==> src/hdl/vending_machine_controller_macros.svh <==
// Assertion macros shared by the vending controller modules.
// Each macro expects signals named clk and rst_n in the module that uses it.
`ifndef VENDING_MACHINE_CONTROLLER_MACROS_SVH
`define VENDING_MACHINE_CONTROLLER_MACROS_SVH

// The consequent must hold in the same cycle as the antecedent.
`define VMC_ASSERT_NOW(lbl, ante, cons, msg) \
    lbl: assert property (@(posedge clk) disable iff (!rst_n) (ante) |-> (cons)) \
        else $error(msg);

// The consequent must hold in the cycle after the antecedent.
`define VMC_ASSERT_NEXT(lbl, ante, cons, msg) \
    lbl: assert property (@(posedge clk) disable iff (!rst_n) (ante) |=> (cons)) \
        else $error(msg);

`endif

==> src/hdl/vmc_pkg.sv <==
// Shared types, codes and constant tables of the vending controller.
// No dependencies; every other file of the block but the macro header refers to it by scoped names.
package vmc_pkg;

    // Default sizes and fixed field widths.
    localparam int SLOTS_DEF      = 4;
    localparam int STOCK_BITS_DEF = 8;
    localparam int STOCK_BITS_MAX = 16;
    localparam int PRICE_W        = 10;
    localparam int CHANGE_W       = 8;
    localparam int STOCK_OUT_W    = 8;
    localparam int SLOT_W         = 2;
    localparam int STATUS_W       = 3;
    localparam int MODE_W         = 2;
    localparam int ACT_W          = 3;
    localparam int COIN_W         = 2;
    localparam int CFG_ADDR_W     = 2;
    localparam int IN_DATA_W      = 8;
    localparam int OUT_DATA_W     = 40;

    // Operating modes.
    localparam logic [MODE_W-1:0] MODE_SELECT = 2'd0;
    localparam logic [MODE_W-1:0] MODE_PAYING = 2'd1;
    localparam logic [MODE_W-1:0] MODE_MAINT  = 2'd2;
    localparam logic [MODE_W-1:0] MODE_HALT   = 2'd3;

    // Action codes of an input item.
    localparam logic [ACT_W-1:0] ACT_CHOOSE = 3'd0;
    localparam logic [ACT_W-1:0] ACT_COIN   = 3'd1;
    localparam logic [ACT_W-1:0] ACT_CANCEL = 3'd2;
    localparam logic [ACT_W-1:0] ACT_MAINT  = 3'd3;
    localparam logic [ACT_W-1:0] ACT_QUIT   = 3'd4;
    localparam logic [ACT_W-1:0] ACT_LIST   = 3'd5;

    // Coin kinds.
    localparam logic [COIN_W-1:0] COIN_100  = 2'd0;
    localparam logic [COIN_W-1:0] COIN_200  = 2'd1;
    localparam logic [COIN_W-1:0] COIN_50   = 2'd2;
    localparam logic [COIN_W-1:0] COIN_NONE = 2'd3;

    // Result status codes.
    localparam logic [STATUS_W-1:0] ST_ACCEPT   = 3'd0;
    localparam logic [STATUS_W-1:0] ST_SOLDOUT  = 3'd1;
    localparam logic [STATUS_W-1:0] ST_DISPENSE = 3'd2;
    localparam logic [STATUS_W-1:0] ST_CANCEL   = 3'd3;
    localparam logic [STATUS_W-1:0] ST_IGNORE   = 3'd4;
    localparam logic [STATUS_W-1:0] ST_LIST     = 3'd5;
    localparam logic [STATUS_W-1:0] ST_HALT     = 3'd6;

    // One result item as it leaves the sequencer.
    typedef struct packed {
        logic [STATUS_W-1:0]    status;
        logic [MODE_W-1:0]      mode_now;
        logic [SLOT_W-1:0]      slot_out;
        logic [PRICE_W-1:0]     amount_due;
        logic [CHANGE_W-1:0]    change_out;
        logic [STOCK_OUT_W-1:0] stock_out;
        logic [PRICE_W-1:0]     price_out;
        logic                   last_result;
    } res_t;

    // Value in cents of each coin kind.
    function automatic logic [PRICE_W-1:0] coin_value(input logic [COIN_W-1:0] kind);
        logic [PRICE_W-1:0] val;
        case (kind)
            COIN_100: val = 10'd100;
            COIN_200: val = 10'd200;
            COIN_50:  val = 10'd50;
            default:  val = 10'd0;
        endcase
        return val;
    endfunction

    // Price of each slot after reset.
    function automatic logic [PRICE_W-1:0] price_reset(input int idx);
        logic [PRICE_W-1:0] val;
        case (idx)
            0:       val = 10'd250;
            1:       val = 10'd200;
            2:       val = 10'd250;
            default: val = 10'd100;
        endcase
        return val;
    endfunction

    // Stock of each slot after reset.
    function automatic logic [STOCK_BITS_MAX-1:0] stock_reset(input int idx);
        logic [STOCK_BITS_MAX-1:0] val;
        case (idx)
            0:       val = 16'd4;
            1:       val = 16'd1;
            2:       val = 16'd0;
            default: val = 16'd10;
        endcase
        return val;
    endfunction

endpackage

==> src/hdl/vmc_alu.sv <==
// Shared subtract and compare unit of the vending controller.
// Depends on vmc_pkg for its default width; the sequencer in vmc_ctrl drives its operands.
module vmc_alu #(
    parameter int W = vmc_pkg::PRICE_W
) (
    input  logic [W-1:0] a,
    input  logic [W-1:0] b,
    output logic [W-1:0] diff,
    output logic         ge
);

    logic borrow;

    // One subtraction gives both the difference and the a >= b flag.
    assign {borrow, diff} = {1'b0, a} - {1'b0, b};
    assign ge = ~borrow;

endmodule

==> src/hdl/vmc_ctrl.sv <==
// Sequencer of the vending controller: mode, amount due, stock counts and
// the steps that drive the shared vmc_alu. Uses vmc_pkg and the macro header.
`include "vending_machine_controller_macros.svh"

module vmc_ctrl #(
    parameter int SLOTS      = vmc_pkg::SLOTS_DEF,
    parameter int STOCK_BITS = vmc_pkg::STOCK_BITS_DEF
) (
    input  logic                                   clk,
    input  logic                                   rst_n,
    input  logic                                   in_valid,
    output logic                                   in_ready,
    input  logic [vmc_pkg::ACT_W-1:0]              in_action,
    input  logic [vmc_pkg::SLOT_W-1:0]             in_slot,
    input  logic [vmc_pkg::COIN_W-1:0]             in_coin,
    input  logic [SLOTS-1:0][vmc_pkg::PRICE_W-1:0] price,
    output logic                                   res_valid,
    input  logic                                   res_ready,
    output vmc_pkg::res_t                          res
);

    localparam int IW    = (SLOTS > 1) ? $clog2(SLOTS) : 1;
    localparam int ALU_W = (STOCK_BITS > vmc_pkg::PRICE_W) ? STOCK_BITS : vmc_pkg::PRICE_W;

    typedef enum logic [8:0] {
        S_IDLE = 9'b000000001,
        S_DEC  = 9'b000000010,
        S_STK  = 9'b000000100,
        S_PRC  = 9'b000001000,
        S_COIN = 9'b000010000,
        S_SUB  = 9'b000100000,
        S_DSP  = 9'b001000000,
        S_LIST = 9'b010000000,
        S_EMIT = 9'b100000000
    } state_t;

    state_t                             state_reg, state_next;
    logic [vmc_pkg::MODE_W-1:0]         mode_reg, mode_next;
    logic [vmc_pkg::PRICE_W-1:0]        due_reg, due_next;
    logic [vmc_pkg::SLOT_W-1:0]         chosen_reg, chosen_next;
    logic [STOCK_BITS-1:0]              stock_reg [SLOTS];
    logic [STOCK_BITS-1:0]              stock_wr_data;
    logic                               stock_we;
    logic [IW-1:0]                      idx_reg, idx_next;

    logic [vmc_pkg::ACT_W-1:0]          act_reg;
    logic [vmc_pkg::SLOT_W-1:0]         choice_reg;
    logic [vmc_pkg::COIN_W-1:0]         coin_reg;

    logic [vmc_pkg::STATUS_W-1:0]       r_status_reg, r_status_next;
    logic [vmc_pkg::SLOT_W-1:0]         r_slot_reg, r_slot_next;
    logic [vmc_pkg::CHANGE_W-1:0]       r_change_reg, r_change_next;
    logic [vmc_pkg::STOCK_OUT_W-1:0]    r_stock_reg, r_stock_next;
    logic [vmc_pkg::PRICE_W-1:0]        r_price_reg, r_price_next;
    logic                               r_last_reg, r_last_next;

    logic [IW-1:0]                      rd_idx;
    logic [STOCK_BITS-1:0]              rd_stock;
    logic [vmc_pkg::PRICE_W-1:0]        rd_price;
    logic [ALU_W-1:0]                   alu_a, alu_b, alu_diff;
    logic                               alu_ge;
    logic                               choice_ok;
    logic                               list_last;

    assign in_ready  = (state_reg == S_IDLE);
    assign choice_ok = ({1'b0, choice_reg} < 3'(SLOTS));
    assign list_last = (idx_reg == IW'(SLOTS - 1));

    // Single read port on the stock and price tables.
    always_comb
    begin
        rd_idx = idx_reg;
        if (state_reg == S_STK)
        begin
            rd_idx = IW'(choice_reg);
        end
        else if (state_reg == S_PRC || state_reg == S_DSP)
        begin
            rd_idx = IW'(chosen_reg);
        end
    end

    assign rd_stock = stock_reg[rd_idx];
    assign rd_price = price[rd_idx];

    // The shared subtract and compare unit.
    vmc_alu #(
        .W (ALU_W)
    ) u_alu (
        .a    (alu_a),
        .b    (alu_b),
        .diff (alu_diff),
        .ge   (alu_ge)
    );

    // Step sequencer.
    always_comb
    begin
        state_next    = state_reg;
        mode_next     = mode_reg;
        due_next      = due_reg;
        chosen_next   = chosen_reg;
        idx_next      = idx_reg;
        stock_we      = 1'b0;
        stock_wr_data = alu_diff[STOCK_BITS-1:0];
        r_status_next = r_status_reg;
        r_slot_next   = r_slot_reg;
        r_change_next = r_change_reg;
        r_stock_next  = r_stock_reg;
        r_price_next  = r_price_reg;
        r_last_next   = r_last_reg;
        alu_a         = ALU_W'(rd_stock);
        alu_b         = ALU_W'(1);
        res_valid     = 1'b0;

        unique case (state_reg)
            S_IDLE:
            begin
                if (in_valid)
                begin
                    state_next = S_DEC;
                end
            end

            S_DEC:
            begin
                // Plain single result unless a branch below says otherwise.
                r_status_next = vmc_pkg::ST_IGNORE;
                r_slot_next   = '0;
                r_change_next = '0;
                r_stock_next  = '0;
                r_price_next  = '0;
                r_last_next   = 1'b1;
                state_next    = S_EMIT;
                if (mode_reg == vmc_pkg::MODE_HALT)
                begin
                    r_status_next = vmc_pkg::ST_HALT;
                end
                else if (mode_reg == vmc_pkg::MODE_SELECT)
                begin
                    if (act_reg == vmc_pkg::ACT_CHOOSE && choice_ok)
                    begin
                        state_next = S_STK;
                    end
                    else if (act_reg == vmc_pkg::ACT_MAINT)
                    begin
                        mode_next     = vmc_pkg::MODE_MAINT;
                        r_status_next = vmc_pkg::ST_ACCEPT;
                    end
                    else if (act_reg == vmc_pkg::ACT_QUIT)
                    begin
                        mode_next     = vmc_pkg::MODE_HALT;
                        r_status_next = vmc_pkg::ST_HALT;
                    end
                end
                else if (mode_reg == vmc_pkg::MODE_PAYING)
                begin
                    if (act_reg == vmc_pkg::ACT_COIN && coin_reg != vmc_pkg::COIN_NONE)
                    begin
                        state_next = S_COIN;
                    end
                    else if (act_reg == vmc_pkg::ACT_CANCEL)
                    begin
                        mode_next     = vmc_pkg::MODE_SELECT;
                        due_next      = '0;
                        r_status_next = vmc_pkg::ST_CANCEL;
                    end
                end
                else
                begin
                    if (act_reg == vmc_pkg::ACT_LIST)
                    begin
                        idx_next   = '0;
                        state_next = S_LIST;
                    end
                    else if (act_reg == vmc_pkg::ACT_CANCEL)
                    begin
                        mode_next     = vmc_pkg::MODE_SELECT;
                        r_status_next = vmc_pkg::ST_CANCEL;
                    end
                end
            end

            S_STK:
            begin
                // Stock of the chosen slot compared against one.
                if (!alu_ge)
                begin
                    r_status_next = vmc_pkg::ST_SOLDOUT;
                    r_slot_next   = choice_reg;
                    state_next    = S_EMIT;
                end
                else
                begin
                    chosen_next = choice_reg;
                    state_next  = S_PRC;
                end
            end

            S_PRC:
            begin
                // Zero >= price means a free drink.
                alu_a = '0;
                alu_b = ALU_W'(rd_price);
                if (alu_ge)
                begin
                    r_change_next = '0;
                    state_next    = S_DSP;
                end
                else
                begin
                    due_next      = rd_price;
                    mode_next     = vmc_pkg::MODE_PAYING;
                    r_status_next = vmc_pkg::ST_ACCEPT;
                    r_slot_next   = chosen_reg;
                    state_next    = S_EMIT;
                end
            end

            S_COIN:
            begin
                // Does the coin cover what is still due?
                alu_a = ALU_W'(vmc_pkg::coin_value(coin_reg));
                alu_b = ALU_W'(due_reg);
                if (alu_ge)
                begin
                    r_change_next = alu_diff[vmc_pkg::CHANGE_W-1:0];
                    state_next    = S_DSP;
                end
                else
                begin
                    state_next = S_SUB;
                end
            end

            S_SUB:
            begin
                alu_a         = ALU_W'(due_reg);
                alu_b         = ALU_W'(vmc_pkg::coin_value(coin_reg));
                due_next      = alu_diff[vmc_pkg::PRICE_W-1:0];
                r_status_next = vmc_pkg::ST_ACCEPT;
                r_slot_next   = chosen_reg;
                state_next    = S_EMIT;
            end

            S_DSP:
            begin
                // Decrement the stock and return to select mode.
                stock_we      = 1'b1;
                due_next      = '0;
                mode_next     = vmc_pkg::MODE_SELECT;
                r_status_next = vmc_pkg::ST_DISPENSE;
                r_slot_next   = chosen_reg;
                r_stock_next  = vmc_pkg::STOCK_OUT_W'(alu_diff[STOCK_BITS-1:0]);
                r_price_next  = '0;
                r_last_next   = 1'b1;
                state_next    = S_EMIT;
            end

            S_LIST:
            begin
                r_status_next = vmc_pkg::ST_LIST;
                r_slot_next   = vmc_pkg::SLOT_W'(idx_reg);
                r_stock_next  = vmc_pkg::STOCK_OUT_W'(rd_stock);
                r_price_next  = rd_price;
                r_last_next   = list_last;
                state_next    = S_EMIT;
            end

            S_EMIT:
            begin
                res_valid = 1'b1;
                if (res_ready)
                begin
                    if (r_status_reg == vmc_pkg::ST_LIST && !r_last_reg)
                    begin
                        idx_next   = idx_reg + IW'(1);
                        state_next = S_LIST;
                    end
                    else
                    begin
                        state_next = S_IDLE;
                    end
                end
            end

            default:
            begin
                state_next = S_IDLE;
            end
        endcase
    end

    // Control state and stock counts.
    always_ff @(posedge clk or negedge rst_n)
    begin
        if (!rst_n)
        begin
            state_reg  <= S_IDLE;
            mode_reg   <= vmc_pkg::MODE_SELECT;
            due_reg    <= '0;
            chosen_reg <= '0;
            idx_reg    <= '0;
            for (int i = 0; i < SLOTS; i++)
            begin
                stock_reg[i] <= STOCK_BITS'(vmc_pkg::stock_reset(i));
            end
        end
        else
        begin
            state_reg  <= state_next;
            mode_reg   <= mode_next;
            due_reg    <= due_next;
            chosen_reg <= chosen_next;
            idx_reg    <= idx_next;
            if (stock_we)
            begin
                stock_reg[rd_idx] <= stock_wr_data;
            end
        end
    end

    // Latched input item and pending result fields.
    always_ff @(posedge clk)
    begin
        if (in_valid && in_ready)
        begin
            act_reg    <= in_action;
            choice_reg <= in_slot;
            coin_reg   <= in_coin;
        end
        r_status_reg <= r_status_next;
        r_slot_reg   <= r_slot_next;
        r_change_reg <= r_change_next;
        r_stock_reg  <= r_stock_next;
        r_price_reg  <= r_price_next;
        r_last_reg   <= r_last_next;
    end

    // Result item as seen by the output stage.
    always_comb
    begin
        res.status      = r_status_reg;
        res.mode_now    = mode_reg;
        res.slot_out    = r_slot_reg;
        res.amount_due  = (mode_reg == vmc_pkg::MODE_PAYING) ? due_reg : '0;
        res.change_out  = r_change_reg;
        res.stock_out   = r_stock_reg;
        res.price_out   = r_price_reg;
        res.last_result = r_last_reg;
    end

    // Checks on the sequencer.
    `VMC_ASSERT_NOW(a_ready_no_result, in_ready, !res_valid, "result offered while idle")
    `VMC_ASSERT_NEXT(a_halt_sticky, mode_reg == vmc_pkg::MODE_HALT, mode_reg == vmc_pkg::MODE_HALT, "left halted mode")
    `VMC_ASSERT_NOW(a_due_only_paying, mode_reg != vmc_pkg::MODE_PAYING, due_reg == '0, "amount due outside paying mode")

endmodule

==> src/hdl/vending_machine_controller.sv <==
// Channel  | Dir | Handshake                    | Payload
// s_axis   | in  | s_axis_tvalid/s_axis_tready  | tuser action, tdata slot and coin
// m_axis   | out | m_axis_tvalid/m_axis_tready  | tuser status, tdata fields, tlast
// cfg      | in  | cfg_we                       | cfg_addr price slot, cfg_wdata price
//
// Each item, and each slot of a list, is worked by the sequencer, which steps one
// shared subtract and compare unit through the compares and updates.
// The output register lets the next item be accepted while a result waits.
// After reset the block is ready at once; prices and stock take their reset values.
// Top level of the vending controller; uses vmc_pkg, vmc_ctrl, vmc_alu and macros.
`include "vending_machine_controller_macros.svh"

module vending_machine_controller #(
    parameter int SLOTS      = vmc_pkg::SLOTS_DEF,
    parameter int STOCK_BITS = vmc_pkg::STOCK_BITS_DEF
) (
    input  logic                                clk,
    input  logic                                rst_n,
    input  logic                                s_axis_tvalid,
    output logic                                s_axis_tready,
    input  logic [vmc_pkg::IN_DATA_W-1:0]       s_axis_tdata,  // slot_choice, coin_kind
    input  logic [vmc_pkg::ACT_W-1:0]           s_axis_tuser,  // action
    output logic                                m_axis_tvalid,
    input  logic                                m_axis_tready,
    // mode_now, slot_out, amount_due, change_out, stock_out, price_out
    output logic [vmc_pkg::OUT_DATA_W-1:0]      m_axis_tdata,
    output logic [vmc_pkg::STATUS_W-1:0]        m_axis_tuser,  // status
    output logic                                m_axis_tlast,
    input  logic                                cfg_we,
    input  logic [vmc_pkg::CFG_ADDR_W-1:0]      cfg_addr,
    input  logic [vmc_pkg::PRICE_W-1:0]         cfg_wdata
);

    logic [SLOTS-1:0][vmc_pkg::PRICE_W-1:0] price_reg;
    logic                                   res_valid;
    logic                                   res_ready;
    vmc_pkg::res_t                          res;
    logic                                   out_valid_reg;
    vmc_pkg::res_t                          out_reg;

    // Price registers, written through the configuration port.
    always_ff @(posedge clk or negedge rst_n)
    begin
        if (!rst_n)
        begin
            for (int i = 0; i < SLOTS; i++)
            begin
                price_reg[i] <= vmc_pkg::price_reset(i);
            end
        end
        else
        begin
            for (int i = 0; i < SLOTS; i++)
            begin
                if (cfg_we && cfg_addr == vmc_pkg::CFG_ADDR_W'(i))
                begin
                    price_reg[i] <= cfg_wdata;
                end
            end
        end
    end

    vmc_ctrl #(
        .SLOTS      (SLOTS),
        .STOCK_BITS (STOCK_BITS)
    ) u_ctrl (
        .clk       (clk),
        .rst_n     (rst_n),
        .in_valid  (s_axis_tvalid),
        .in_ready  (s_axis_tready),
        .in_action (s_axis_tuser),
        .in_slot   (s_axis_tdata[1:0]),
        .in_coin   (s_axis_tdata[3:2]),
        .price     (price_reg),
        .res_valid (res_valid),
        .res_ready (res_ready),
        .res       (res)
    );

    // Output register: takes a result when empty or being drained.
    assign res_ready = !out_valid_reg || m_axis_tready;

    always_ff @(posedge clk or negedge rst_n)
    begin
        if (!rst_n)
        begin
            out_valid_reg <= 1'b0;
        end
        else if (res_valid && res_ready)
        begin
            out_valid_reg <= 1'b1;
        end
        else if (m_axis_tready)
        begin
            out_valid_reg <= 1'b0;
        end
    end

    always_ff @(posedge clk)
    begin
        if (res_valid && res_ready)
        begin
            out_reg <= res;
        end
    end

    // Output item packing.
    assign m_axis_tvalid = out_valid_reg;
    assign m_axis_tuser  = out_reg.status;
    assign m_axis_tlast  = out_reg.last_result;
    assign m_axis_tdata  = {out_reg.price_out, out_reg.stock_out, out_reg.change_out,
                            out_reg.amount_due, out_reg.slot_out, out_reg.mode_now};

    // Checks on the output stage.
    `VMC_ASSERT_NOW(a_dispense_in_select, out_valid_reg && out_reg.status == vmc_pkg::ST_DISPENSE, out_reg.mode_now == vmc_pkg::MODE_SELECT && out_reg.amount_due == '0, "dispense not back in select mode")
    `VMC_ASSERT_NOW(a_only_list_open, out_valid_reg && !out_reg.last_result, out_reg.status == vmc_pkg::ST_LIST, "non-final result outside a list")

endmodule
==> config.mk <==
export PLATFORM = sky130hd
export DESIGN_NAME = vending_machine_controller
export DESIGN_NICKNAME = d
export VERILOG_FILES = /design/src/hdl/vmc_pkg.sv /design/src/hdl/vmc_alu.sv /design/src/hdl/vmc_ctrl.sv /design/src/hdl/vending_machine_controller.sv
export VERILOG_INCLUDE_DIRS = /design/src /design/src/hdl
export SDC_FILE = /design/constraint.sdc
export NUM_CORES = 1
export LEC_CHECK = 0
export BUFFER_PORTS_ARGS = -buffer_cell sky130_fd_sc_hd__buf_2
export CORE_UTILIZATION = 45
export CTS_CLUSTER_DIAMETER = 120
export DETAILED_ROUTE_END_ITERATION = 10
export PLACE_DENSITY = 0.67
export SLEW_MARGIN = 0
export SYNTH_ARGS = -nofsm -noshare
export SYNTH_HDL_FRONTEND = slang
export SYNTH_SLANG_ARGS = --single-unit
==> constraint.sdc <==
create_clock -name clk -period 12.2 [get_ports clk]
set_input_delay 0 -clock clk [delete_from_list [all_inputs] [get_ports clk]]
set_output_delay 0 -clock clk [all_outputs]
set_load 0.01 [all_outputs]
==> out/metrics.yaml <==
clk_path_buf_depth: 2
maxCapViolCount: 0
reg2reg_from: "u_ctrl.state_reg[6]"
synthArstFlopShare: 0.541
post-cts-setup-buffers: 0
grt_pass1_vias: 5822
r2r-end: "u_ctrl.due_reg[8]"
crit_arrival_ps: 6270
clockRootBuffer: "clkbuf_16"
fillCellCount: 1620
clkSinkCount: 181
swShare: 0.310
relSlewSlack: 0.200
core-area_mm2: 0.0188
cts_tree: "built"
vias: 6033
setup_viol: 0
min_period_ps: 5900
cp_max_fo: 31
path_buf_inv: 1
synth_mux_area_frac: 0.116
grt_overflow_total: 0
grt_pass1_wl_um: 32000
synth_area_leaders: "edfxtp_1 (29%), dfrtp_1 (22%), dfstp_2 (7.0%)"
firstDrtPassIters: 5
port_buffers: 69
rsz0062_at_grt: "no"
synth_edf_count: 83
cp-startpoint: "u_ctrl.state_reg[6]"
regArea_mm2: 0.00497
crit_required_ps: 12580
crit_chain: "nor3_1, nand3_1, a31oi_4, buf_4, mux2i_1, nor2_1, a2111oi_2, fa_1, nor2b_1, o31a_1, o2111ai_1, nand3_1, nor2_1, a221o_1"
hold_buffers: 20
clock_latency_ps: 440
synth.top_cells.by_count: "edfxtp_1 (83), dfrtp_1 (75), nand2_1 (53)"
yosys.area.top_type: "edfxtp_1"
worst_path_largest_cell_delay_ps: 910
hold_class: "input pin to asynchronous set/reset pin"
antenna_found_initial: 0
ir_worst_vdd_uv: 99.7
synthAdderAreaFrac: 0.0183
ff2ff_setup_slack_ps: 6300
via_per_inst: 5.85
drive_gt1_frac: 0.257
row_count: 50
yosysSeqAreaShare: 0.576
fin_hold_ws_ps: -2.63
drcViolationCount: 0
skew_ps: 17.5
gp_congestion: 0.915
critPathLaunchType: "register"
synthSimpleGateAreaFrac: 0.135
synth_top_area_share: 0.289
cts_buffers: 17
slew_violations: 0
hpwl_um: 14000
syn_nets: 744
power.internal_uw: 1120
layout.nets: 824
drt_iter0_markers: 442
clkPwrFrac: 0.345
syn2layout_area_growth_pct: 15.6
cellPowerDensity_mw_per_mm2: 163
die_h_um: 140
synth_seq_cells: 181
slowest_stage: "nor3_1"
syn_area_per_cell_um2: 12.3
seq_power_share: 0.478
cp_top_family: "simple AND/OR/NAND/NOR gates"
synth_xor_area_frac: 0.00710
worst_slew_pin_slew_ps: 1200
p_switching_uw: 505
ant_nets: 0
wl_um: 20200
cp-endpoint: "u_ctrl.due_reg[8]"
cp-end-kind: "register"
synth_compound_area_frac: 0.119
synth.distinct_cells: 73
synth_most_common_cell: "edfxtp_1"
htree_levels: 4
p_leak_uw: 0.00400
timing_worst_setup_path_type: "register to register"
r2r_cells: 14
violations: "negative hold slack"
clkSlewWorstSetupHoldPaths_ps: 80
cp_num_cells: 14
tns_ps: 0
io-pin-count: 74
status: "complete, but fails checks"
yosys_warnings: 0
pwr-share-comb: 0.178
die_w_um: 140
multiInputGateArea_mm2: 0.00344
antenna_cells: 0
grt_usage: 0.215
cts_resized: 0
clock.fmax_mhz: 170
finalHoldViolCount: 3
synth_top_family_by_area: "simple AND/OR/NAND/NOR gates"
wl_per_cell_um: 19.6
start_util: 0.460
fin_crit_sh: 0.483
utilization: 0.532
die_area_mm2: 0.0197
grt_max_degree: 72
netlist_area_mm2: 0.00863
synth_ff_type: "edfxtp_1"
synth_cells: 704
-- cells by family (layout without fill, tap and decap cells) --
logic type	Yosys count	count (layout)
AO/OA/AOI/OAI	147	147
adder cells (fa/ha/maj)	12	12
AND/OR/NAND/NOR	218	218
XOR/XNOR	7	7
flip-flops	181	181
buffers and inverters	46	139
multiplexers	93	93
-- worst reg2reg max path: stages, from the launching register on --
cell and delay (ps):
dfrtp_1 500, nor3_1 920, nand3_1 540, a31oi_4 260, buf_4 460, mux2i_1 340, nor2_1 100, a2111oi_2 420
fa_1 290, nor2b_1 70, o31a_1 320, o2111ai_1 300, nand3_1 440, nor2_1 640, a221o_1 240
-- cells in the final DEF (no fill, tap or decap), drive strengths merged, types with 8 or more instances in the layout --
| cell | Yosys | layout |
|---|---|---|
| inv | 10 | 15 |
| clkinv | 0 | 10 |
| and2 | 26 | 26 |
| ha | 11 | 11 |
| nand2 | 56 | 56 |
| nor2 | 46 | 46 |
| nand3 | 15 | 15 |
| o21ai | 57 | 57 |
| a21oi | 14 | 14 |
| mux2 | 47 | 47 |
| dfstp | 23 | 23 |
| nor3 | 12 | 12 |
| dfrtp | 75 | 75 |
| mux2i | 46 | 46 |
| clkbuf | 16 | 17 |
| nor2b | 8 | 8 |
| dlygate4sd3 | 0 | 20 |
| edfxtp | 83 | 83 |
| buf | 20 | 77 |
| nand2b | 8 | 8 |
-- stage by stage --
| step | worst slack, ps | hold WS, ps | cell area [um2] | cells | power (uW) |
|---|---|---|---|---|---|
| 5_1_grt | 5790 | 20.2 | 9980 | 1031 | 1700 |
| 4_1_cts | 6390 | 5.01 | 9980 | 1031 | 1640 |
| 2_1_floorplan | 8110 | -296 | 8630 | 704 | 984 |
| 6_report | 6300 | -2.63 | 9980 | 1031 | 1630 |
| 3_3_place_gp | 6480 | -74.7 | 9160 | 979 | 1060 |
| 3_5_place_dp | 6470 | -64.9 | 9160 | 979 | 1070 |
-- per-layer routing --
| metal | GRT usage | wire length, um | up-vias |
|---|---|---|---|
| li1 | - | - | 2794 |
| met3 | 0.0366 | 1080 | 40 |
| met2 | 0.339 | 9270 | 215 |
| met1 | 0.296 | 9340 | 2984 |
| met5 | 0 | 0 | - |
| met4 | 0.0824 | 499 | 0 |
-- cell type report --
| type | instances | share of cell area |
|---|---|---|
| multi-input combinational | 477 | 0.345 |
| sequential | 181 | 0.498 |
| inverter | 10 | 0.00376 |
| tap | 234 | 0.0293 |
| clock inverter | 15 | 0.0199 |
| clock buffer | 17 | 0.0426 |
| timing repair buffer | 97 | 0.0609 |
-- power by group through the flow --
stage / logic (uW) / clock network [uW] / registers, uW
finish: 289 / 561 / 778
global route: 316 / 595 / 787
CTS: 290 / 568 / 777
detailed placement: 284 / 0 / 789
global placement: 277 / 0 / 784
floorplan: 217 / 0 / 767
-- how the worst min path moves through the flow --
stage               slack, ps   from            end  cells past startpoint
finish                     -3  rst_n  price_reg[34]                      2
global route               20  rst_n  price_reg[14]                      2
CTS                         5  rst_n  price_reg[14]                      2
detailed placement        -60  rst_n  price_reg[15]                      1
global placement          -70  rst_n  price_reg[15]                      1
floorplan                -300  rst_n  m_axis_tvalid                      0
(Power assumes the default switching activity.)
